**src/rtl/rfps_ram.sv**
```systemverilog
`default_nettype none
// ----------------------------------------------------------------------------
// rfps_ram
// Generic simple dual-port RAM: one write port, one read port, registered read.
// ----------------------------------------------------------------------------
module rfps_ram #(
	parameter int WIDTH = 8,
	parameter int DEPTH = 16
) (
	input  wire logic                     clk,
	input  wire logic                     we,
	input  wire logic [$clog2(DEPTH)-1:0] waddr,
	input  wire logic [WIDTH-1:0]         wdata,
	input  wire logic [$clog2(DEPTH)-1:0] raddr,
	output logic      [WIDTH-1:0]         rdata
);

	logic [WIDTH-1:0] mem [DEPTH];

	always_ff @(posedge clk) begin
		if (we) begin
			mem[waddr] <= wdata;
		end
		rdata <= mem[raddr];
	end

endmodule
`default_nettype wire

```
**config.mk**
```make
export PLATFORM = sky130hd
export DESIGN_NAME = rfps_ram
export DESIGN_NICKNAME = d
export VERILOG_FILES = /design/src/rtl/rfps_ram.sv
export SDC_FILE = /design/constraint.sdc
export NUM_CORES = 1
export LEC_CHECK = 0
export ABC_AREA = 1
export ABC_CLOCK_PERIOD_IN_PS = 1190
export BUFFER_PORTS_ARGS = -buffer_cell sky130_fd_sc_hd__buf_2
export CORE_MARGIN = 2
export CORE_UTILIZATION = 35
export DETAILED_ROUTE_END_ITERATION = 12
export GPL_ROUTABILITY_DRIVEN = 0
export PLACE_DENSITY_LB_ADDON = 0.05
export SLEW_MARGIN = 20
export SYNTH_ARGS = -nofsm -noshare
export SYNTH_HDL_FRONTEND = slang
export SYNTH_SLANG_ARGS = --single-unit
```
**constraint.sdc**
```tcl
create_clock -name clk -period 1.19 [get_ports clk]
set_input_delay 0.238 -clock clk [delete_from_list [all_inputs] [get_ports clk]]
set_output_delay 0.238 -clock clk [all_outputs]
set_load 0.1 [all_outputs]
```
==> results of run 1 <==
-- logic make-up (layout without fill, tap and decap cells) --
logic type / after synthesis / after routing / synth area share (%)
buf+inv: 126 / 196 / 9.52
flops: 136 / 136 / 69.4
simple gates: 289 / 289 / 21.0
-- layout make-up --
cell class | count | share of cell area (%)
multi-input combinational | 289 | 17.2
tap | 216 | 3.83
timing repair buffer | 62 | 9.02
clock buffer | 27 | 6.85
clock inverter | 5 | 0.674
inverter | 102 | 5.43
sequential | 136 | 57.0
-- cells in the final DEF, fill, tap and decap left out --
cell type  netlist  final
nand3_1         97     97
inv_2            2      2
clkbuf_1         0      8
bufinv_16        0      1
dfxtp_2          0      7
buf_4            4     28
clkbuf_8         0      2
inv_1          100    100
clkbuf_16        0     17
dfxtp_4          0      1
buf_12           0     17
nand2_1        173    173
buf_2           13     17
clkinv_2         0      2
clkinv_1         0      2
edfxtp_1       128    128
nor2_1          17     17
nand3b_1         2      2
-- power by group through the flow --
| stage | logic (mW) | clock network [mW] | registers (mW) |
|---|---|---|---|
| detailed placement | 1.06 | 0 | 5.51 |
| global placement | 1.06 | 0 | 5.50 |
| finish | 1.04 | 4.73 | 5.41 |
| floorplan | 0.378 | 0 | 5.71 |
| CTS | 1.06 | 4.83 | 5.41 |
| global route | 1.14 | 5.04 | 5.42 |
-- cells in the mapped netlist --
| library cell | n | area share, % |
|---|---|---|
| inv_1 | 100 | 6.5 |
| buf_2 | 13 | 1.1 |
| nand3b_1 | 2 | 0.26 |
| edfxtp_1 | 128 | 67 |
| buf_4 | 4 | 0.52 |
| nand2_1 | 173 | 11 |
| dfxtp_1 | 8 | 2.8 |
| nand3_1 | 97 | 8.4 |
| buf_1 | 1 | 0.065 |
| nor2_1 | 17 | 1.1 |
| inv_2 | 2 | 0.13 |
| buf_6 | 6 | 1.2 |
-- path summary, 6_finish.rpt --
path | slack (ns) | startpoint | end
max | 0.006 | rdata[7]$_DFF_P_ | rdata[7]
min | 0.24 | wdata[1] | mem[6][1]$_DFFE_PP_
max reg2reg | 0.16 | mem[2][2]$_DFFE_PP_ | rdata[2]$_DFF_P_
min reg2reg | 0.66 | mem[10][0]$_DFFE_PP_ | rdata[0]$_DFF_P_
-- stage by stage --
step / cell area [um^2] / setup TNS (ns) / total power [mW]
6_report: 7050 / 0 / 11.2
5_1_grt: 7050 / -0.0382 / 11.6
4_1_cts: 7050 / -0.0195 / 11.3
3_5_place_dp: 6510 / -6.56 / 6.56
3_3_place_gp: 6510 / -5.62 / 6.56
2_1_floorplan: 5770 / 0 / 6.09
-- routing by layer --
layer  track usage, %  wire length [um]  vias to the layer above
met5                0                 0                        -
met4             6.39               254                        0
met2             26.4              6380                       81
met1             23.6              6480                     1807
li1                 -                 -                     1887
met3             3.69               637                       19
-- sequential cells by signal, summed over array words and instances, names as in the netlist --
name and flops:
mem 128, rdata 8
==> qor.csv, run 1 <==
stage;metric;value;unit
power;clockPowerShare;42.3;%
placement;placed_cells;805;
grt;antenna_found_initial;0;
finish;fin_util;44.1;%
synth;ys_ff_latch;136;
drt;totalWireLength;13800;um
synth;syn-num-nets;569;
outcome;status;complete, no violations;
sta;slew_violations;0;
floorplanning;floorplan.rows;46;
power;p_seq_share;48.4;%
power;p_leak;3.05;nW
finish;drive_gt1_share;15.1;%
finish;seq_area;0.00402;mm^2
placement;dpl.hpwl;8850;um
critical_path;required;0.95;ns
critical_path;r2r_cells;6;
clock_network;root_buffer;clkbuf_16;
critical_path;arrival;0.95;ns
critical_path;crit_path_end_kind;output port;
critical_path;cp_top_family;flip-flops;
clock_network;insertion_delay;0.41;ns
clock_network;cts.sinks;136;
floorplanning;chipHeight;132;um
sta;fin_crit;1.18;ns
sta;max_slew_margin;73.7;%
finish;area_growth_syn_to_layout;22.2;%
grt;grt_pass1_wl;22100;um
min_path;hold_depth;1;
sta;timing.fmax;0.845;GHz
clock_network;cts_max_level;4;
finish;finalNetCount;626;
finish;multi_input_area;0.00121;mm^2
drt;wl_per_cell;16.4;um
sta;finalHoldWorstSlack;0.241;ns
sta;fin_worst_skew;0.00417;ns
clock_network;tritoncts;done;
floorplanning;die_area;0.0175;mm^2
critical_path;crit_buf_inv;1;
clock_network;hold_buffers;0;
drt;vias;3794;
sta;hold_viol_final;0;
power;swShare;22.4;%
sta;fin_ws;0.00639;ns
critical_path;path_class;reg -> out;
floorplanning;coreArea;0.0160;mm^2
critical_path;slowest_stage;dfxtp_4;
power;power_switching;2.51;mW
critical_path;critPathMaxFanout;1;
critical_path;crit_path_max_incr_delay;0.36;ns
sta;finalSetupViolations;0;
grt;grt_overflow;0;
critical_path;start_kind;flop;
synth;avgSynthCellArea;10.5;um^2
grt;grt_max_degree;45;
grt;grt_use_total;17.0;%
critical_path;path_depth;1;
synth;syn_inst;551;
power;power.density;1590;mW/mm^2
clock_network;cts_setup_buffers;0;
placement;post-place-ws;-0.139;ns
synth;synth_seq_area_share;69.4;%
drt;ant_nets;0;
floorplanning;ioPinCount;26;
synth;synthDistinctLibCells;12;
power;peakVddDrop;0.914;mV
flow_run;drv_cap;0;
grt;grt_pass1_vias;3835;
synth;netlist_area;0.00577;mm^2
critical_path;crit_chain;buf_12;
finish;num_antenna_cells;0;
clock_network;post_cts_resized;9;
clock_network;ctsLongestPathBuffers;2;
min_path;hold_path.class;in -> reg;
sta;rsz0062_at_grt;true;
synth;ys_warn_count;0;
floorplanning;initial_core_util;36.0;%
power;p_int;8.68;mW
finish;final_cells;837;
clock_network;numCtsBuffers;17;
floorplanning;die_x;132;um
sta;tightest_slew;0.394;ns
drt;drc_errors;0;
drt;vias_per_cell;4.53;
finish;n_fill_cell;1584;
drt;dr.pass1.iters;4;
sta;period_share;99.5;%
clock_network;path_clk_slew;0.06;ns
placement;io_buffers;25;
drt;drtIter0Drc;299;
power;p_comb_share;9.3;%
Note: power is estimated with default switching activity, not from simulation.
==> run 2, diff against run 1 <==
- CORE_ASPECT_RATIO: not set -> 1.4
==> qor.csv, run 2 (synthesized netlist as in run 1, its figures left out) <==
stage;metric;value;unit;change
grt;grt_pass1_vias;3718;;was 3,835
finish;area_growth_syn_to_layout;23.6;%;was 22.2%
finish;num_antenna_cells;0;;unchanged
floorplanning;die_area;0.0175;mm^2;about the same
sta;timing.fmax;0.837;GHz;was 0.845 GHz
critical_path;path_class;reg -> out;;unchanged
floorplanning;ioPinCount;26;;unchanged
critical_path;slowest_stage;dfxtp_4;;unchanged
placement;dpl.hpwl;9400;um;was 8850 um
finish;multi_input_area;0.00121;mm^2;unchanged
critical_path;critPathMaxFanout;1;;unchanged
sta;fin_crit;1.20;ns;was 1.18 ns
sta;hold_viol_final;0;;unchanged
clock_network;insertion_delay;0.41;ns;about the same
floorplanning;initial_core_util;35.7;%;was 36.0%
finish;n_fill_cell;1549;;was 1,584
finish;largest-register;mem;;unchanged
grt;grt_pass1_wl;20900;um;was 22,100 um
finish;biggestRegsByFlops;mem (128), rdata (8);;unchanged
grt;grt_use_total;16.3;%;was 17.0%
finish;final_common_cell;nand2_1;;unchanged
critical_path;crit_chain;buf_12;;unchanged
clock_network;tritoncts;done;;unchanged
sta;rsz0062_at_grt;true;;unchanged
sta;tns;-0.00521;ns;was 0 ns
grt;antenna_found_initial;0;;unchanged
clock_network;cts_max_level;4;;unchanged
finish;seq_area;0.00402;mm^2;unchanged
sta;tightest_slew;0.388;ns;was 0.394 ns
outcome;violations;negative setup slack;;
clock_network;path_clk_slew;0.06;ns;about the same
power;power.density;1640;mW/mm^2;was 1590 mW/mm^2
drt;vias_per_cell;4.57;;was 4.53
min_path;hold_path.class;in -> reg;;unchanged
drt;totalWireLength;13700;um;was 13,800 um
power;peakVddDrop;0.772;mV;was 0.914 mV
critical_path;crit_path_end_kind;output port;;unchanged
critical_path;arrival;0.96;ns;was 0.95 ns
drt;ant_nets;0;;unchanged
floorplanning;floorplan.rows;55;;was 46
sta;fin_ws;-0.00521;ns;was 0.00639 ns
drt;drtIter0Drc;256;;was 299
sta;max_slew_margin;74.2;%;was 73.7%
sta;fin_worst_skew;0.00549;ns;was 0.00417 ns
floorplanning;coreArea;0.0162;mm^2;was 0.0160 mm^2
drt;vias;3781;;was 3,794
flow_run;drv_cap;0;;unchanged
critical_path;cp_top_family;flip-flops;;unchanged
clock_network;numCtsBuffers;17;;unchanged
critical_path;required;0.95;ns;about the same
critical_path;crit_path_max_incr_delay;0.37;ns;was 0.36 ns
clock_network;cts.sinks;136;;unchanged
clock_network;root_buffer;clkbuf_16;;unchanged
grt;grt_overflow;0;;unchanged
finish;finalNetCount;634;;was 626
grt;grt_max_degree;33;;was 45
sta;slew_violations;0;;unchanged
placement;io_buffers;25;;unchanged
outcome;status;finished with violations;;was complete, no violations
drt;drc_errors;0;;unchanged
finish;largest_reg_flops;128;;unchanged
finish;layout_common_cells;173 x nand2_1, 128 x edfxtp_1, 100 x inv_1, 97 x nand3_1, 37 x buf_4;;was 173 x nand2_1, 128 x edfxtp_1, 100 x inv_1, 97 x nand3_1, 28 x buf_4
power;p_total;11.7;mW;was 11.2 mW
drt;dr.pass1.iters;5;;was 4
clock_network;ctsLongestPathBuffers;2;;unchanged
drt;wl_per_cell;16.6;um;was 16.4 um
sta;period_share;100;%;was 99.5%
floorplanning;chipHeight;156;um;was 132 um
critical_path;start_kind;flop;;unchanged
finish;drive_gt1_share;16.9;%;was 15.1%
power;p_leak;3.10;nW;was 3.05 nW
floorplanning;die_x;112;um;was 132 um
sta;finalSetupViolations;1;;was 0
critical_path;crit_buf_inv;1;;unchanged
## run 2: repair_timing
item	4_1_cts	5_1_grt
endpoints found under the setup margin	8	6
buffers inserted	0	0
hold buffers	0	0
gates resized for setup	9	0
pin swaps	0	0
## run 2: cell type report
type | count | area share (%)
Multi-Input combinational cell | 289 | 17.0
Sequential cell | 136 | 56.3
Clock inverter | 14 | 2.19
Tap cell | 199 | 3.49
Inverter | 102 | 5.37
Timing Repair Buffer | 70 | 9.58
Clock buffer | 18 | 6.02
## run 2: where the power goes
group	internal (mW)	switching [mW]	leakage, nW
Clock	3.26	1.95	0.270
Sequential	5.36	0.0497	1.22
Combinational	0.357	0.698	1.60
Total	8.98	2.70	3.10
## run 2: per-stage QoR
stage          utilization (%)  cells  hold slack [ns]  setup WS [ns]  area [um^2]
2_1_floorplan                -    551            0.337        0.00116         5770
3_3_place_gp              40.4    796            0.668        -0.0861         6530
6_report                  44.1    828            0.244       -0.00521         7130
4_1_cts                   44.1    828            0.238        -0.0284         7130
3_5_place_dp              40.4    796            0.665        -0.0903         6530
5_1_grt                   44.1    828            0.245        -0.0367         7130
## run 2: worst paths after layout
kind / startpoint / to / slack (ns) / depth (start not counted)
worst max-delay path: rdata[1]$_DFF_P_ / rdata[1] / -0.005 / 1
worst min-delay path: wdata[2] / mem[9][2]$_DFFE_PP_ / 0.24 / 1
worst max register to register: mem[1][0]$_DFFE_PP_ / rdata[0]$_DFF_P_ / 0.19 / 6
worst min register to register: mem[10][7]$_DFFE_PP_ / rdata[7]$_DFF_P_ / 0.68 / 6
## run 2: routing by layer
layer	track usage, %	part of all wire (%)	wire, um
met4	5.52	1.3	181
met2	28.3	52	7100
met5	0	0	0
met1	20.1	44	5990
met3	3.57	3.3	451
==> run 3, diff against run 2 <==
- CTS_BUF_LIST: not set -> sky130_fd_sc_hd__clkbuf_4 sky130_fd_sc_hd__clkbuf_8
==> qor.csv, run 3 (synthesized netlist as in run 1, its figures left out) <==
stage;metric;value;unit;change
sta;finalSetupViolations;7;;was 1
finish;biggestRegsByFlops;mem (128), rdata (8);;unchanged
flow_run;drv_cap;0;;unchanged
critical_path;cp_top_family;flip-flops;;unchanged
sta;max_slew_margin;74.1;%;was 74.2%
drt;ant_nets;0;;unchanged
sta;fin_worst_skew;0.0101;ns;was 0.00549 ns
finish;finalNetCount;634;;unchanged
clock_network;root_buffer;clkbuf_8;;was clkbuf_16
clock_network;post_cts_resized;9;;unchanged
clock_network;numCtsBuffers;17;;unchanged
floorplanning;coreArea;0.0162;mm^2;unchanged
grt;antenna_found_initial;0;;unchanged
grt;use_met3;3.57;%;unchanged
critical_path;cp-startpoint;rdata[1]$_DFF_P_;;unchanged
grt;met2_usage;28.5;%;was 28.3%
outcome;violations;negative setup slack;;unchanged
placement;dpl.hpwl;9400;um;unchanged
finish;final_common_cell;nand2_1;;unchanged
critical_path;critPathMaxFanout;1;;unchanged
floorplanning;die_x;112;um;unchanged
power;p_leak;3.01;nW;was 3.10 nW
sta;slew_violations;0;;unchanged
grt;grt_overflow;0;;unchanged
power;peakVddDrop;0.578;mV;was 0.772 mV
critical_path;start_kind;flop;;unchanged
sta;timing.fmax;0.808;GHz;was 0.837 GHz
floorplanning;die_area;0.0175;mm^2;unchanged
placement;io_buffers;25;;unchanged
critical_path;crit_path_end_kind;output port;;unchanged
sta;fin_ws;-0.0479;ns;was -0.00521 ns
finish;drive_gt1_share;17.0;%;was 16.9%
clock_network;insertion_delay;0.44;ns;was 0.41 ns
clock_network;hold_buffers;0;;unchanged
finish;layout_common_cells;173 x nand2_1, 128 x edfxtp_1, 100 x inv_1, 97 x nand3_1, 37 x buf_4;;unchanged
critical_path;crit_path_max_incr_delay;0.38;ns;was 0.37 ns
finish;fin_util;42.9;%;was 44.1%
critical_path;crit_buf_inv;1;;unchanged
clock_network;path_clk_slew;0.08;ns;was 0.06 ns
drt;totalWireLength;13600;um;was 13,700 um
sta;finalHoldWorstSlack;0.205;ns;was 0.244 ns
drt;wl_per_cell;16.5;um;was 16.6 um
clock_network;cts.sinks;136;;unchanged
floorplanning;initial_core_util;35.7;%;unchanged
min_path;hp-start;wdata[2];;unchanged
critical_path;required;0.95;ns;about the same
sta;rsz0062_at_grt;true;;unchanged
grt;grt_pass1_vias;3726;;was 3,718
floorplanning;chipHeight;156;um;unchanged
outcome;status;finished with violations;;unchanged
grt;top_usage_layer;met2;;unchanged
floorplanning;ioPinCount;26;;unchanged
sta;tightest_slew;0.389;ns;was 0.388 ns
finish;largest-register;mem;;unchanged
sta;fin_crit;1.24;ns;was 1.20 ns
drt;drc_errors;0;;unchanged
floorplanning;floorplan.rows;55;;unchanged
finish;num_antenna_cells;0;;unchanged
power;power.density;1480;mW/mm^2;was 1640 mW/mm^2
placement;post-place-ws;-0.0903;ns;unchanged
sta;hold_viol_final;0;;unchanged
grt;grtUsageMet1;19.9;%;was 20.1%
critical_path;path_class;reg -> out;;unchanged
clock_network;tritoncts;done;;unchanged
critical_path;r2r_start;mem[1][0]$_DFFE_PP_;;unchanged
grt;grt_pass1_wl;20800;um;was 20,900 um
drt;drtIter0Drc;281;;was 256
drt;vias;3810;;was 3,781
critical_path;slowest_stage;dfxtp_4;;unchanged
sta;period_share;104;%;was 100%
finish;largest_reg_flops;128;;unchanged
drt;dr.pass1.iters;7;;was 5
clock_network;cts_setup_buffers;0;;unchanged
critical_path;arrival;1.00;ns;was 0.96 ns
clock_network;cts_max_level;4;;unchanged
drt;vias_per_cell;4.60;;was 4.57
min_path;hold_path.class;in -> reg;;unchanged
finish;area_growth_syn_to_layout;20.4;%;was 23.6%
grt;grt_use_total;16.2;%;was 16.3%
critical_path;crit_chain;buf_12;;unchanged
clock_network;ctsLongestPathBuffers;2;;unchanged
grt;grt_max_degree;33;;unchanged
run 3: routing by layer:
metal	up-vias	part of all wire, %
li1	1903	-
met5	-	0
met3	19	3.3
met4	0	1.7
met1	1805	43
met2	83	52
run 3: final timing paths:
kind                         endpoint  slack, ns  cells past startpoint
setup reg to reg     rdata[0]$_DFF_P_       0.17                      6
hold / removal    mem[9][2]$_DFFE_PP_       0.21                      1
hold reg to reg      rdata[7]$_DFF_P_       0.68                      6
setup / recovery             rdata[1]      -0.05                      1
run 3: layout make-up:
type,count,area [um^2]
clock inverter,14,156
tap,199,249
multi-input combinational,289,1210
inverter,102,383
fill,1570,9230
sequential,136,4020
clock buffer,18,241
timing repair buffer,70,683
run 3: through the flow:
stage | cells | cell area, um^2 | power (mW) | TNS [ns]
floorplan | 551 | 5770 | 6.09 | 0
global placement | 796 | 6530 | 6.58 | -4.75
detailed placement | 796 | 6530 | 6.57 | -4.18
CTS | 828 | 6940 | 10.4 | -0.301
global route | 828 | 6940 | 10.7 | -0.425
finish | 828 | 6940 | 10.3 | -0.102
run 3: where the power goes:
| group | internal [mW] | total [mW] | switching [mW] |
|---|---|---|---|
| Sequential | 5.35 | 5.41 | 0.0502 |
| Clock | 2.06 | 3.82 | 1.76 |
| Combinational | 0.357 | 1.05 | 0.696 |
run 3: worst reg2reg max path, stage by stage, from the launching register on:
cell	delay [ns]
edfxtp_1	0.36
inv_1	0.06
nand2_1	0.06
nand3_1	0.12
nand3_1	0.11
nand3_1	0.12
nand2_1	0.07
